## src/rtl/core/sync_ipc_rendezvous_macros.svh

```systemverilog
// Assertion helpers shared by the rendezvous engine.
`ifndef SYNC_IPC_RENDEZVOUS_MACROS_SVH
`define SYNC_IPC_RENDEZVOUS_MACROS_SVH

// Same-cycle implication, sampled on the rising clock, off during reset.
`define SIR_ASSERT_IMP(lbl, ante, cons, msg) \
  lbl: assert property (@(posedge clk_i) disable iff (!rst_ni) (ante) |-> (cons)) \
    else $error(msg);

// Next-cycle implication, sampled on the rising clock, off during reset.
`define SIR_ASSERT_NXT(lbl, ante, cons, msg) \
  lbl: assert property (@(posedge clk_i) disable iff (!rst_ni) (ante) |=> (cons)) \
    else $error(msg);

`endif

```

## src/rtl/core/sir_pkg.sv

```systemverilog
package sir_pkg;

  localparam int NUM_PROCS = 16;
  localparam int ADDR_BITS = 32;
  localparam int PW = $clog2(NUM_PROCS);
  localparam int IW = $clog2(NUM_PROCS + 1);
  localparam int FW = $clog2(NUM_PROCS + 3);
  localparam int CW = $clog2(NUM_PROCS + 1);

  localparam logic [IW-1:0] ID_NONE  = IW'(NUM_PROCS);
  localparam logic [FW-1:0] FILT_ANY = FW'(NUM_PROCS + 1);
  localparam logic [FW-1:0] FILT_INT = FW'(NUM_PROCS + 2);
  localparam logic [FW-1:0] FILT_NONE = FW'(NUM_PROCS);

  localparam logic [4:0] PEER_ANY = 5'd16;
  localparam logic [4:0] PEER_INT = 5'd17;
  localparam logic [4:0] SRC_INT  = 5'd16;

  localparam logic [1:0] FUNC_SEND = 2'd0;
  localparam logic [1:0] FUNC_RECV = 2'd1;
  localparam logic [1:0] FUNC_POST = 2'd2;
  localparam logic [1:0] FUNC_BAD  = 2'd3;

  localparam logic [2:0] RES_COPIED  = 3'd0;
  localparam logic [2:0] RES_BLOCKED = 3'd1;
  localparam logic [2:0] RES_IRQ     = 3'd2;
  localparam logic [2:0] RES_DEAD    = 3'd3;
  localparam logic [2:0] RES_REFUSED = 3'd4;

  typedef enum logic [1:0] {
    MODE_IDLE = 2'd0,
    MODE_SEND = 2'd1,
    MODE_RECV = 2'd2
  } mode_e;

  typedef enum logic [3:0] {
    S_IDLE, S_DECODE, S_CHAIN, S_SMATCH, S_SWALK,
    S_RCHK, S_RWALK, S_DELIVER, S_SCAN, S_DONE
  } phase_e;

  typedef enum logic [3:0] {
    CMD_NONE, CMD_LOAD, CMD_DECODE, CMD_CHAIN, CMD_SMATCH,
    CMD_SWALK, CMD_RCHK, CMD_RWALK, CMD_DELIVER, CMD_SCAN
  } cmd_e;

  typedef struct packed {
    logic d_done;
    logic d_chain;
    logic d_rwalk;
    logic d_rchk;
    logic d_scan;
    logic ch_dead;
    logic ch_safe;
    logic sm_hit;
    logic sm_empty;
    logic walk_end;
    logic rc_hit;
    logic sc_end;
  } stat_t;

endpackage

```

## src/rtl/core/sir_ctrl.sv

```systemverilog
module sir_ctrl import sir_pkg::*; (
  input  logic  clk_i,
  input  logic  rst_ni,
  input  logic  start_i,
  input  stat_t stat_i,
  output cmd_e  cmd_o,
  output logic  busy_o,
  output logic  done_o
);

  phase_e state_q, state_d;

  always_ff @(posedge clk_i or negedge rst_ni) begin
    if (!rst_ni) begin
      state_q <= S_IDLE;
    end else begin
      state_q <= state_d;
    end
  end

  always_comb begin
    state_d = state_q;
    cmd_o   = CMD_NONE;
    case (state_q)
      S_IDLE: begin
        if (start_i) begin
          cmd_o   = CMD_LOAD;
          state_d = S_DECODE;
        end
      end
      S_DECODE: begin
        cmd_o = CMD_DECODE;
        if (stat_i.d_done)       state_d = S_DONE;
        else if (stat_i.d_chain) state_d = S_CHAIN;
        else if (stat_i.d_rwalk) state_d = S_RWALK;
        else if (stat_i.d_rchk)  state_d = S_RCHK;
        else                     state_d = S_SCAN;
      end
      S_CHAIN: begin
        cmd_o = CMD_CHAIN;
        if (stat_i.ch_dead)      state_d = S_DONE;
        else if (stat_i.ch_safe) state_d = S_SMATCH;
      end
      S_SMATCH: begin
        cmd_o = CMD_SMATCH;
        if (stat_i.sm_hit)        state_d = S_DONE;
        else if (stat_i.sm_empty) state_d = S_SCAN;
        else                      state_d = S_SWALK;
      end
      S_SWALK: begin
        cmd_o = CMD_SWALK;
        if (stat_i.walk_end) state_d = S_SCAN;
      end
      S_RCHK: begin
        cmd_o   = CMD_RCHK;
        state_d = stat_i.rc_hit ? S_RWALK : S_SCAN;
      end
      S_RWALK: begin
        cmd_o = CMD_RWALK;
        if (stat_i.walk_end) state_d = S_DELIVER;
      end
      S_DELIVER: begin
        cmd_o   = CMD_DELIVER;
        state_d = S_DONE;
      end
      S_SCAN: begin
        cmd_o = CMD_SCAN;
        if (stat_i.sc_end) state_d = S_DONE;
      end
      S_DONE: begin
        state_d = S_IDLE;
      end
      default: begin
        state_d = S_IDLE;
      end
    endcase
  end

  assign busy_o = (state_q != S_IDLE);
  assign done_o = (state_q == S_DONE);

endmodule

```

## src/rtl/core/sir_dpath.sv

```systemverilog
module sir_dpath import sir_pkg::*; (
  input  logic                 clk_i,
  input  logic                 rst_ni,
  input  cmd_e                 cmd_i,
  input  logic [1:0]           func_i,
  input  logic [3:0]           caller_i,
  input  logic [4:0]           peer_i,
  input  logic [ADDR_BITS-1:0] buf_addr_i,
  input  logic                 cfg_valid_i,
  input  logic [4:0]           cfg_data_i,
  output stat_t                stat_o,
  output logic [2:0]           status_o,
  output logic [ADDR_BITS-1:0] copy_from_o,
  output logic [ADDR_BITS-1:0] copy_to_o,
  output logic [4:0]           msg_source_o,
  output logic                 woken_valid_o,
  output logic [3:0]           woken_pid_o,
  output logic                 next_valid_o,
  output logic [3:0]           next_run_o
);

  mode_e                mode_q [NUM_PROCS];
  logic [IW-1:0]        tgt_q  [NUM_PROCS];
  logic [FW-1:0]        filt_q [NUM_PROCS];
  logic [ADDR_BITS-1:0] pb_q   [NUM_PROCS];
  logic [IW-1:0]        qh_q   [NUM_PROCS];
  logic [IW-1:0]        qn_q   [NUM_PROCS];
  logic                 irq_q  [NUM_PROCS];

  logic [1:0]           func_q;
  logic [3:0]           caller_q;
  logic [4:0]           peer_q;
  logic [ADDR_BITS-1:0] buf_q;
  logic [IW-1:0]        ptr_q, from_q, prev_q, qhc_q;
  logic [CW-1:0]        cnt_q;
  logic [PW-1:0]        rp_q;
  logic [4:0]           slots_q;

  logic [PW-1:0]        idx, cidx, fidx, pvidx;
  mode_e                m;
  logic [IW-1:0]        t, qh, qn, caller_id, rp_next, scan_inc;
  logic [FW-1:0]        f, filt_new;
  logic [ADDR_BITS-1:0] pb;
  logic                 irq;
  logic [CW-1:0]        lim;
  logic                 caller_ok, peer_pid, irqsrc, self_hit, ptr_valid;
  logic                 bad0, post, post_hit, busyc, go, s_bad, s_ok;
  logic                 r_go, r_bad, r_irq, r_rest, r_any_hit, r_named, d_scan;
  logic                 ch_adv, rw_found, rw_end, sw_end, sc_hit;
  stat_t                st;

  // Read port: every table is read at the walk pointer only.
  assign idx   = ptr_q[PW-1:0];
  assign cidx  = PW'(caller_q);
  assign fidx  = from_q[PW-1:0];
  assign pvidx = prev_q[PW-1:0];
  assign m     = mode_q[idx];
  assign t     = tgt_q[idx];
  assign f     = filt_q[idx];
  assign pb    = pb_q[idx];
  assign qh    = qh_q[idx];
  assign qn    = qn_q[idx];
  assign irq   = irq_q[idx];

  assign caller_id = IW'(caller_q);
  assign rp_next   = (32'(rp_q) == NUM_PROCS - 1) ? '0 : IW'(rp_q) + IW'(1);
  assign scan_inc  = (32'(ptr_q) == NUM_PROCS - 1) ? '0 : ptr_q + IW'(1);
  assign filt_new  = (peer_q == PEER_ANY) ? FILT_ANY :
                     (peer_q == PEER_INT) ? FILT_INT : FW'(peer_q);

  always_comb begin
    if (slots_q == 5'd0)                lim = CW'(1);
    else if (32'(slots_q) > NUM_PROCS)  lim = CW'(NUM_PROCS);
    else                                lim = CW'(slots_q);
  end

  always_comb begin
    caller_ok = 32'(caller_q) < NUM_PROCS;
    peer_pid  = 32'(peer_q) < NUM_PROCS;
    irqsrc    = (peer_q == PEER_ANY) || (peer_q == PEER_INT);
    self_hit  = (peer_q == 5'(caller_q));
    ptr_valid = 32'(ptr_q) < NUM_PROCS;

    bad0      = (func_q == FUNC_BAD) || !caller_ok;
    post      = !bad0 && (func_q == FUNC_POST);
    post_hit  = (m == MODE_RECV) && ((f == FILT_ANY) || (f == FILT_INT));
    busyc     = !bad0 && !post && (m != MODE_IDLE);
    go        = !bad0 && !post && (m == MODE_IDLE);
    s_bad     = go && (func_q == FUNC_SEND) && (self_hit || !peer_pid);
    s_ok      = go && (func_q == FUNC_SEND) && !(self_hit || !peer_pid);
    r_go      = go && (func_q == FUNC_RECV);
    r_bad     = r_go && (self_hit || (!peer_pid && !irqsrc));
    r_irq     = r_go && !r_bad && irq && irqsrc;
    r_rest    = r_go && !r_bad && !r_irq;
    r_any_hit = r_rest && (peer_q == PEER_ANY) && (32'(qh) < NUM_PROCS);
    r_named   = r_rest && !irqsrc;
    d_scan    = r_rest && irqsrc && !r_any_hit;

    ch_adv    = (m == MODE_SEND) && (t != caller_id) && (32'(t) < NUM_PROCS);
    sw_end    = (32'(cnt_q) == NUM_PROCS) || (32'(qn) >= NUM_PROCS);
    rw_found  = ptr_valid && (ptr_q == from_q);
    rw_end    = !ptr_valid || rw_found || (32'(cnt_q) == NUM_PROCS - 1);
    sc_hit    = (32'(ptr_q) < 32'(lim)) && (m == MODE_IDLE);

    st.d_done   = bad0 || post || busyc || s_bad || r_bad || r_irq;
    st.d_chain  = s_ok;
    st.d_rwalk  = r_any_hit;
    st.d_rchk   = r_named;
    st.d_scan   = d_scan;
    st.ch_dead  = (m == MODE_SEND) && (t == caller_id);
    st.ch_safe  = !st.ch_dead && (!ch_adv || (32'(cnt_q) == NUM_PROCS - 1));
    st.sm_hit   = (m == MODE_RECV) && ((f == FW'(caller_q)) || (f == FILT_ANY));
    st.sm_empty = !st.sm_hit && (32'(qh) >= NUM_PROCS);
    st.walk_end = (cmd_i == CMD_SWALK) ? sw_end : rw_end;
    st.rc_hit   = (m == MODE_SEND) && (t == caller_id);
    st.sc_end   = sc_hit || (32'(cnt_q) == NUM_PROCS);
  end

  assign stat_o = st;

  always_ff @(posedge clk_i or negedge rst_ni) begin
    if (!rst_ni) begin
      for (int i = 0; i < NUM_PROCS; i++) begin
        mode_q[i] <= MODE_IDLE;
        tgt_q[i]  <= ID_NONE;
        filt_q[i] <= FILT_NONE;
        pb_q[i]   <= '0;
        qh_q[i]   <= ID_NONE;
        qn_q[i]   <= ID_NONE;
        irq_q[i]  <= 1'b0;
      end
      func_q        <= '0;
      caller_q      <= '0;
      peer_q        <= '0;
      buf_q         <= '0;
      ptr_q         <= '0;
      from_q        <= ID_NONE;
      prev_q        <= ID_NONE;
      qhc_q         <= ID_NONE;
      cnt_q         <= '0;
      rp_q          <= '0;
      slots_q       <= 5'd7;
      status_o      <= '0;
      copy_from_o   <= '0;
      copy_to_o     <= '0;
      msg_source_o  <= '0;
      woken_valid_o <= 1'b0;
      woken_pid_o   <= '0;
      next_valid_o  <= 1'b0;
      next_run_o    <= '0;
    end else begin
      if (cfg_valid_i) slots_q <= cfg_data_i;
      case (cmd_i)
        CMD_LOAD: begin
          func_q        <= func_i;
          caller_q      <= caller_i;
          peer_q        <= peer_i;
          buf_q         <= buf_addr_i;
          ptr_q         <= IW'(caller_i);
          status_o      <= RES_REFUSED;
          copy_from_o   <= '0;
          copy_to_o     <= '0;
          msg_source_o  <= '0;
          woken_valid_o <= 1'b0;
          woken_pid_o   <= '0;
          next_valid_o  <= 1'b0;
          next_run_o    <= '0;
        end
        CMD_DECODE: begin
          if (post) begin
            if (post_hit) begin
              status_o      <= RES_IRQ;
              copy_to_o     <= pb;
              msg_source_o  <= SRC_INT;
              mode_q[cidx]  <= MODE_IDLE;
              tgt_q[cidx]   <= ID_NONE;
              filt_q[cidx]  <= FILT_NONE;
              pb_q[cidx]    <= '0;
              woken_valid_o <= 1'b1;
              woken_pid_o   <= 4'(caller_q);
            end else begin
              irq_q[cidx] <= 1'b1;
              status_o    <= RES_BLOCKED;
            end
          end
          if (busyc) status_o <= RES_BLOCKED;
          if (r_irq) begin
            irq_q[cidx]  <= 1'b0;
            status_o     <= RES_IRQ;
            copy_to_o    <= buf_q;
            msg_source_o <= SRC_INT;
          end
          if (s_ok) begin
            ptr_q <= IW'(peer_q);
            cnt_q <= '0;
          end
          if (r_any_hit) begin
            from_q <= qh;
            ptr_q  <= qh;
            prev_q <= ID_NONE;
            cnt_q  <= '0;
          end
          if (r_named) begin
            ptr_q <= IW'(peer_q);
            qhc_q <= qh;
          end
          if (d_scan) begin
            mode_q[cidx] <= MODE_RECV;
            pb_q[cidx]   <= buf_q;
            filt_q[cidx] <= filt_new;
            status_o     <= RES_BLOCKED;
            ptr_q        <= rp_next;
            cnt_q        <= CW'(1);
          end
        end
        CMD_CHAIN: begin
          if (st.ch_dead) begin
            status_o <= RES_DEAD;
          end else if (st.ch_safe) begin
            ptr_q <= IW'(peer_q);
          end else begin
            ptr_q <= t;
            cnt_q <= cnt_q + CW'(1);
          end
        end
        CMD_SMATCH: begin
          if (st.sm_hit) begin
            status_o      <= RES_COPIED;
            copy_from_o   <= buf_q;
            copy_to_o     <= pb;
            msg_source_o  <= 5'(caller_q);
            mode_q[idx]   <= MODE_IDLE;
            tgt_q[idx]    <= ID_NONE;
            filt_q[idx]   <= FILT_NONE;
            pb_q[idx]     <= '0;
            woken_valid_o <= 1'b1;
            woken_pid_o   <= 4'(idx);
          end else begin
            mode_q[cidx] <= MODE_SEND;
            tgt_q[cidx]  <= ptr_q;
            pb_q[cidx]   <= buf_q;
            qn_q[cidx]   <= ID_NONE;
            status_o     <= RES_BLOCKED;
            if (st.sm_empty) begin
              qh_q[idx] <= caller_id;
              ptr_q     <= rp_next;
              cnt_q     <= CW'(1);
            end else begin
              ptr_q <= qh;
              cnt_q <= '0;
            end
          end
        end
        CMD_SWALK: begin
          if (sw_end) begin
            qn_q[idx] <= caller_id;
            ptr_q     <= rp_next;
            cnt_q     <= CW'(1);
          end else begin
            ptr_q <= qn;
            cnt_q <= cnt_q + CW'(1);
          end
        end
        CMD_RCHK: begin
          if (st.rc_hit) begin
            from_q <= ptr_q;
            ptr_q  <= qhc_q;
            prev_q <= ID_NONE;
            cnt_q  <= '0;
          end else begin
            mode_q[cidx] <= MODE_RECV;
            pb_q[cidx]   <= buf_q;
            filt_q[cidx] <= filt_new;
            status_o     <= RES_BLOCKED;
            ptr_q        <= rp_next;
            cnt_q        <= CW'(1);
          end
        end
        CMD_RWALK: begin
          // Unlink the chosen sender from the caller's queue.
          if (rw_found) begin
            if (32'(prev_q) < NUM_PROCS) qn_q[pvidx] <= qn;
            else                         qh_q[cidx]  <= qn;
          end
          if (rw_end) begin
            qn_q[fidx] <= ID_NONE;
            ptr_q      <= from_q;
          end else begin
            prev_q <= ptr_q;
            ptr_q  <= qn;
            cnt_q  <= cnt_q + CW'(1);
          end
        end
        CMD_DELIVER: begin
          status_o      <= RES_COPIED;
          copy_from_o   <= pb;
          copy_to_o     <= buf_q;
          msg_source_o  <= 5'(from_q);
          mode_q[fidx]  <= MODE_IDLE;
          tgt_q[fidx]   <= ID_NONE;
          filt_q[fidx]  <= FILT_NONE;
          pb_q[fidx]    <= '0;
          woken_valid_o <= 1'b1;
          woken_pid_o   <= 4'(fidx);
        end
        CMD_SCAN: begin
          if (sc_hit) begin
            rp_q         <= idx;
            next_valid_o <= 1'b1;
            next_run_o   <= 4'(idx);
          end else begin
            ptr_q <= scan_inc;
            cnt_q <= cnt_q + CW'(1);
          end
        end
        default: begin
        end
      endcase
    end
  end

endmodule

```

## src/rtl/core/sync_ipc_rendezvous.sv

```systemverilog
// Requests that are refused, find the caller busy or take an interrupt finish straight after
// decode; others may add the sendto chain walk, sender queue walk and round-robin scan, each
// stepping through the process table on the single table read port.
// One request at a time: start is taken again in the cycle after done_o.
// The receiver cannot stall: done_o lasts one cycle.
// Reset (rst_ni low, async) empties queues, clears modes and notes, slots_in_use 7, pointer 0.
`include "sync_ipc_rendezvous_macros.svh"

module sync_ipc_rendezvous import sir_pkg::*; (
  input  logic                 clk_i,
  input  logic                 rst_ni,
  // request transaction
  input  logic                 start,
  output logic                 busy,
  input  logic [1:0]           func_i,
  input  logic [3:0]           caller_i,
  input  logic [4:0]           peer_i,
  input  logic [ADDR_BITS-1:0] buf_addr_i,
  // configuration write: slots_in_use
  input  logic                 cfg_valid_i,
  output logic                 cfg_ready_o,
  input  logic [4:0]           cfg_data_i,
  // result transaction, valid for the one cycle that done_o is high
  output logic                 done_o,
  output logic [2:0]           status_o,
  output logic [ADDR_BITS-1:0] copy_from_o,
  output logic [ADDR_BITS-1:0] copy_to_o,
  output logic [4:0]           msg_source_o,
  output logic                 woken_valid_o,
  output logic [3:0]           woken_pid_o,
  output logic                 next_valid_o,
  output logic [3:0]           next_run_o
);

  cmd_e  cmd;
  stat_t stat;

  // Take a configuration write only while no request is in flight.
  assign cfg_ready_o = !busy;

  // Controller: sequence decode, chain walk, queue walk and scan steps.
  sir_ctrl u_ctrl (
    .clk_i   (clk_i),
    .rst_ni  (rst_ni),
    .start_i (start),
    .stat_i  (stat),
    .cmd_o   (cmd),
    .busy_o  (busy),
    .done_o  (done_o)
  );

  // Datapath: process tables, walk pointer and result registers.
  sir_dpath u_dpath (
    .clk_i         (clk_i),
    .rst_ni        (rst_ni),
    .cmd_i         (cmd),
    .func_i        (func_i),
    .caller_i      (caller_i),
    .peer_i        (peer_i),
    .buf_addr_i    (buf_addr_i),
    .cfg_valid_i   (cfg_valid_i && cfg_ready_o),
    .cfg_data_i    (cfg_data_i),
    .stat_o        (stat),
    .status_o      (status_o),
    .copy_from_o   (copy_from_o),
    .copy_to_o     (copy_to_o),
    .msg_source_o  (msg_source_o),
    .woken_valid_o (woken_valid_o),
    .woken_pid_o   (woken_pid_o),
    .next_valid_o  (next_valid_o),
    .next_run_o    (next_run_o)
  );

  // A result strobe lasts a single cycle.
  `SIR_ASSERT_NXT(a_done_pulse, done_o, !done_o, "done_o held for more than one cycle")
  // A taken request keeps the engine busy in the following cycle.
  `SIR_ASSERT_NXT(a_start_busy, start && !busy, busy, "request taken but engine not busy")
  // A wake only comes with a copy or an interrupt note.
  `SIR_ASSERT_IMP(a_woken_status, done_o && woken_valid_o,
                  status_o == RES_COPIED || status_o == RES_IRQ,
                  "woken process reported without a delivery")
  // A scheduling pick only follows a blocked caller.
  `SIR_ASSERT_IMP(a_next_status, done_o && next_valid_o, status_o == RES_BLOCKED,
                  "next slot reported without a blocked caller")

endmodule

```

## config.mk

```make
export PLATFORM = sky130hd
export DESIGN_NAME = sync_ipc_rendezvous
export DESIGN_NICKNAME = d
export VERILOG_FILES = /design/src/rtl/core/sir_pkg.sv /design/src/rtl/core/sir_ctrl.sv /design/src/rtl/core/sir_dpath.sv /design/src/rtl/core/sync_ipc_rendezvous.sv
export VERILOG_INCLUDE_DIRS = /design/src /design/src/rtl/core
export SDC_FILE = /design/constraint.sdc
export NUM_CORES = 2
export LEC_CHECK = 0
export BUFFER_PORTS_ARGS = -buffer_cell sky130_fd_sc_hd__buf_2
export CORE_MARGIN = 10
export CORE_UTILIZATION = 49
export DETAILED_ROUTE_END_ITERATION = 10
export PLACE_DENSITY_LB_ADDON = 0.2
export SETUP_SLACK_MARGIN = 0.05
export SLEW_MARGIN = 25
export SYNTH_ARGS = -nofsm -noshare
export SYNTH_HDL_FRONTEND = slang
export SYNTH_SLANG_ARGS = --single-unit
```

## constraint.sdc

```tcl
create_clock -name clk_i -period 5.1 [get_ports clk_i]
set_input_delay 1.02 -clock clk_i [delete_from_list [all_inputs] [get_ports clk_i]]
set_output_delay 1.02 -clock clk_i [all_outputs]
set_load 0.1 [all_outputs]
```

==> results.json <==
{
  "ys_seq_area_share_pct": 50.32,
  "timing.critical_path.buf_inv": 2,
  "via_per_inst": 7.003,
  "grt_max_degree": 130,
  "dr.pass1.iters": 10,
  "wl_mm": 192.9,
  "num-fill-cells": 8766,
  "track_usage_pct": 31.40,
  "timing.rr.start": "u_dpath.ptr_q[1]",
  "max-slew-margin-rel_pct": 27.33,
  "power_density_nw_per_um2": 583.8,
  "p_seq_share_pct": 35.5,
  "worstPathCellList": "buf_12 > mux4_2 > mux2i_1 > and2_1 > o21ai_0 > nor3_1 > a211o_1 > nand2_1 > nor2_2 > o221ai_4 > buf_4 > a22o_1",
  "syn-mean-instance-area_um2": 11.27,
  "cts_max_level": 3,
  "grt_overflow": 0,
  "power.leakage_nw": 25.01,
  "antenna_found_initial": 5,
  "ys_warn_count": 0,
  "critical_path_depth": 12,
  "clk_pin_slew_ns": 0.06,
  "p_int_mw": 19.53,
  "grt_pass1_wl_mm": 287.4,
  "r2r_slack_ns": 0.23,
  "post_cts_buffers": 0,
  "cts_tree": "yes",
  "register_area_um2": 26210,
  "tightestPinTransition_ns": 1.082,
  "fin_nets": 4666,
  "total_power_mw": 34.37,
  "synth_flop_cell": "dfrtp_1",
  "period_minus_slack_ns": 4.869,
  "multi_input_area_um2": 24160,
  "die_w_um": 345.9,
  "status": "complete, no violations",
  "slew_violations": 0,
  "rsz0062_at_grt": "false",
  "clockBufferDepth": 3,
  "critPathMaxFanout": 35,
  "syn_inst": 4619,
  "start_util_pct": 49.37,
  "synth_fp_nets": 4683,
  "max_stage_delay_ns": 0.77,
  "synth.distinct_cells": 83,
  "num_io_pins": 137,
  "cap_viol_max_count": 0,
  "p_switching_mw": 14.84,
  "cp_slowest_cell": "nor2_2",
  "route.detailed.drc": 0,
  "skew_ns": 0.04402,
  "hold_viol_final": 0,
  "hp-class": "input port to async pin",
  "ant_nets": 0,
  "cts-buffers-inserted": 110,
  "finalSetupTns_ns": 0,
  "comb_power_share_pct": 39.1,
  "synth_area_um2": 52040,
  "ir_drop_uv": 654.1,
  "endpoint_kind": "flip-flop",
  "crit_type": "flip-flop to flip-flop",
  "max_freq_mhz": 205.4,
  "async_reset_ff_share_pct": 100.0,
  "cts_resized": 0,
  "dr_total_vias": 42640,
  "wire_per_inst_um": 31.68,
  "fin_crit_sh_pct": 95.47,
  "cts-root-buf": "clkbuf_16",
  "synth_edf_count": 0,
  "ys_ff_latch": 1043,
  "arrival_ns": 5.47,
  "port_buffers": 136,
  "drive_gt1_share_pct": 21.40,
  "place_hpwl_mm": 125.4,
  "clock_latency_ns": 0.74,
  "dieHeight_um": 345.9,
  "required_ns": 5.70,
  "cts_sinks": 1043,
  "p_sw_share_pct": 43.17,
  "dieArea_um2": 119600,
  "core_area_um2": 105400,
  "power_frac_clock_pct": 25.4,
  "grt_pass1_vias": 42090,
  "cts_hold_buf": 0,
  "cp_top_family": "simple AND/OR/NAND/NOR gates",
  "crit_start": "u_dpath.ptr_q[1]",
  "num_rows": 119,
  "gp_congestion": 1.027,
  "finalSetupViolCount": 0,
  "area_growth_pct": 13.12,
  "cp-start-kind": "flip-flop",
  "r2r_cells": 12,
  "drtIter0Drc": 5928
}
## synthesized netlist by cell type (8+ instances only)
cell type	n	area, um^2
dfrtp_1	973	24350
a22o_1	594	5202
nand2_1	455	1708
o21ai_0	415	2077
clkbuf_1	338	1269
nor2_1	282	1059
mux4_2	247	5563
a21oi_1	188	940.9
a22oi_1	146	1096
mux2i_1	100	1001
buf_2	86	430.4
dfstp_2	70	1839
mux2_2	68	765.7
o22ai_1	64	400.4
nand3_1	54	270.3
a222oi_1	52	520.5
nor3_1	37	185.2
inv_1	30	112.6
a31oi_1	29	181.4
o2bb2ai_1	26	227.7
buf_1	25	93.84
o211ai_1	22	165.2
nand2b_1	21	131.4
and2_1	19	118.9
o21a_1	18	135.1
nor2b_1	17	106.4
o221ai_1	17	148.9
and3_1	14	87.58
buf_6	14	157.7
a221oi_1	13	113.9
xnor2_1	13	113.9
ha_1	12	150.1
or3_1	9	56.30
xor2_1	9	78.83
nor4_1	8	50.05
or2_2	8	50.05
## logic make-up (layout without fill, tap and decap cells)
kind of cell	count (synthesis)	count (layout)	synth area share [%]
AOI/OAI and AO/OA	1673	1673	23.04
DFF	1043	1043	50.32
and+or+nand+nor	951	951	7.789
buffers and inverters	501	579	4.065
muxes	417	417	14.13
xor gates and xnor gates	22	22	0.3702
adders and majority gates	12	12	0.2885
other	0	1	0
## layout make-up
type                            count  area share [%]
Sequential cell                  1043           44.52
Multi-Input combinational cell   3075           41.04
Clock buffer                      160           5.524
Timing Repair Buffer              340           4.557
Tap cell                         1391           2.956
Clock inverter                     47           1.203
Inverter                           32          0.2040
Antenna cell                        1        0.004251
## power by group through the flow
stage          sequential [mW]  clock, mW  combinational [mW]
4_1_cts                   12.1       8.79                13.2
3_3_place_gp              12.2          0                13.0
6_report                  12.2       8.72                13.4
5_1_grt                   12.4       9.14                14.1
2_1_floorplan             12.3          0                8.18
3_5_place_dp              12.2          0                13.2
## stage by stage
| step | hold WS (ns) | setup slack, ns | cell area [um^2] | cells | utilization, % |
|---|---|---|---|---|---|
| floorplan | 0.4444 | 0.3334 | 52050 | 4619 | - |
| global placement | 0.4557 | 0.4657 | 54620 | 5869 | 51.81 |
| detailed placement | 0.4655 | 0.4107 | 54820 | 5878 | 52.00 |
| CTS | 0.3760 | 0.3989 | 58780 | 6085 | 55.76 |
| global route | 0.4084 | 0.1753 | 58870 | 6088 | 55.84 |
| finish | 0.3741 | 0.2311 | 58870 | 6089 | 55.85 |
## metal layers
metal	up-vias	GRT usage [%]	share of wire (%)
li1	17550	-	-
met1	21760	41.66	39
met2	2757	47.25	44
met3	575	8.176	11
met4	8	16.39	6.0
met5	-	0	0.025
## worst min path at each step
stage | cells after the start | startpoint | end | slack [ns]
3_5_place_dp | 2 | u_dpath.woken_pid_o[2] | u_dpath.woken_pid_o[2] | 0.47
5_1_grt | 1 | rst_ni | u_dpath.filt_q[75] | 0.41
3_3_place_gp | 2 | u_dpath.filt_q[22] | u_dpath.filt_q[22] | 0.46
6_report | 1 | rst_ni | u_dpath.filt_q[75] | 0.37
2_1_floorplan | 2 | u_dpath.filt_q[22] | u_dpath.filt_q[22] | 0.44
4_1_cts | 1 | rst_ni | u_ctrl.state_q[0] | 0.38
## cell usage in the layout (no fill, tap or decap), types with 20 or more instances in the layout
| cell | Yosys | routed |
|---|---|---|
| nand3_1 | 54 | 51 |
| mux2_2 | 68 | 68 |
| nand2_1 | 455 | 452 |
| o21ai_0 | 415 | 415 |
| buf_2 | 86 | 135 |
| a22oi_1 | 146 | 146 |
| nand2b_1 | 21 | 21 |
| a31oi_1 | 29 | 29 |
| o22ai_1 | 64 | 64 |
| o211ai_1 | 22 | 22 |
| clkbuf_8 | 0 | 29 |
| nor2_1 | 282 | 261 |
| buf_12 | 0 | 25 |
| o2bb2ai_1 | 26 | 26 |
| dfstp_2 | 70 | 70 |
| clkbuf_16 | 0 | 111 |
| clkbuf_1 | 338 | 20 |
| buf_4 | 6 | 171 |
| dfrtp_1 | 973 | 965 |
| nor3_1 | 37 | 29 |
| mux2i_1 | 100 | 100 |
| inv_1 | 30 | 30 |
| a21oi_1 | 188 | 185 |
| mux4_2 | 247 | 247 |
| a222oi_1 | 52 | 52 |
| a22o_1 | 594 | 594 |
No activity file was read; power rests on OpenSTA's default activity.
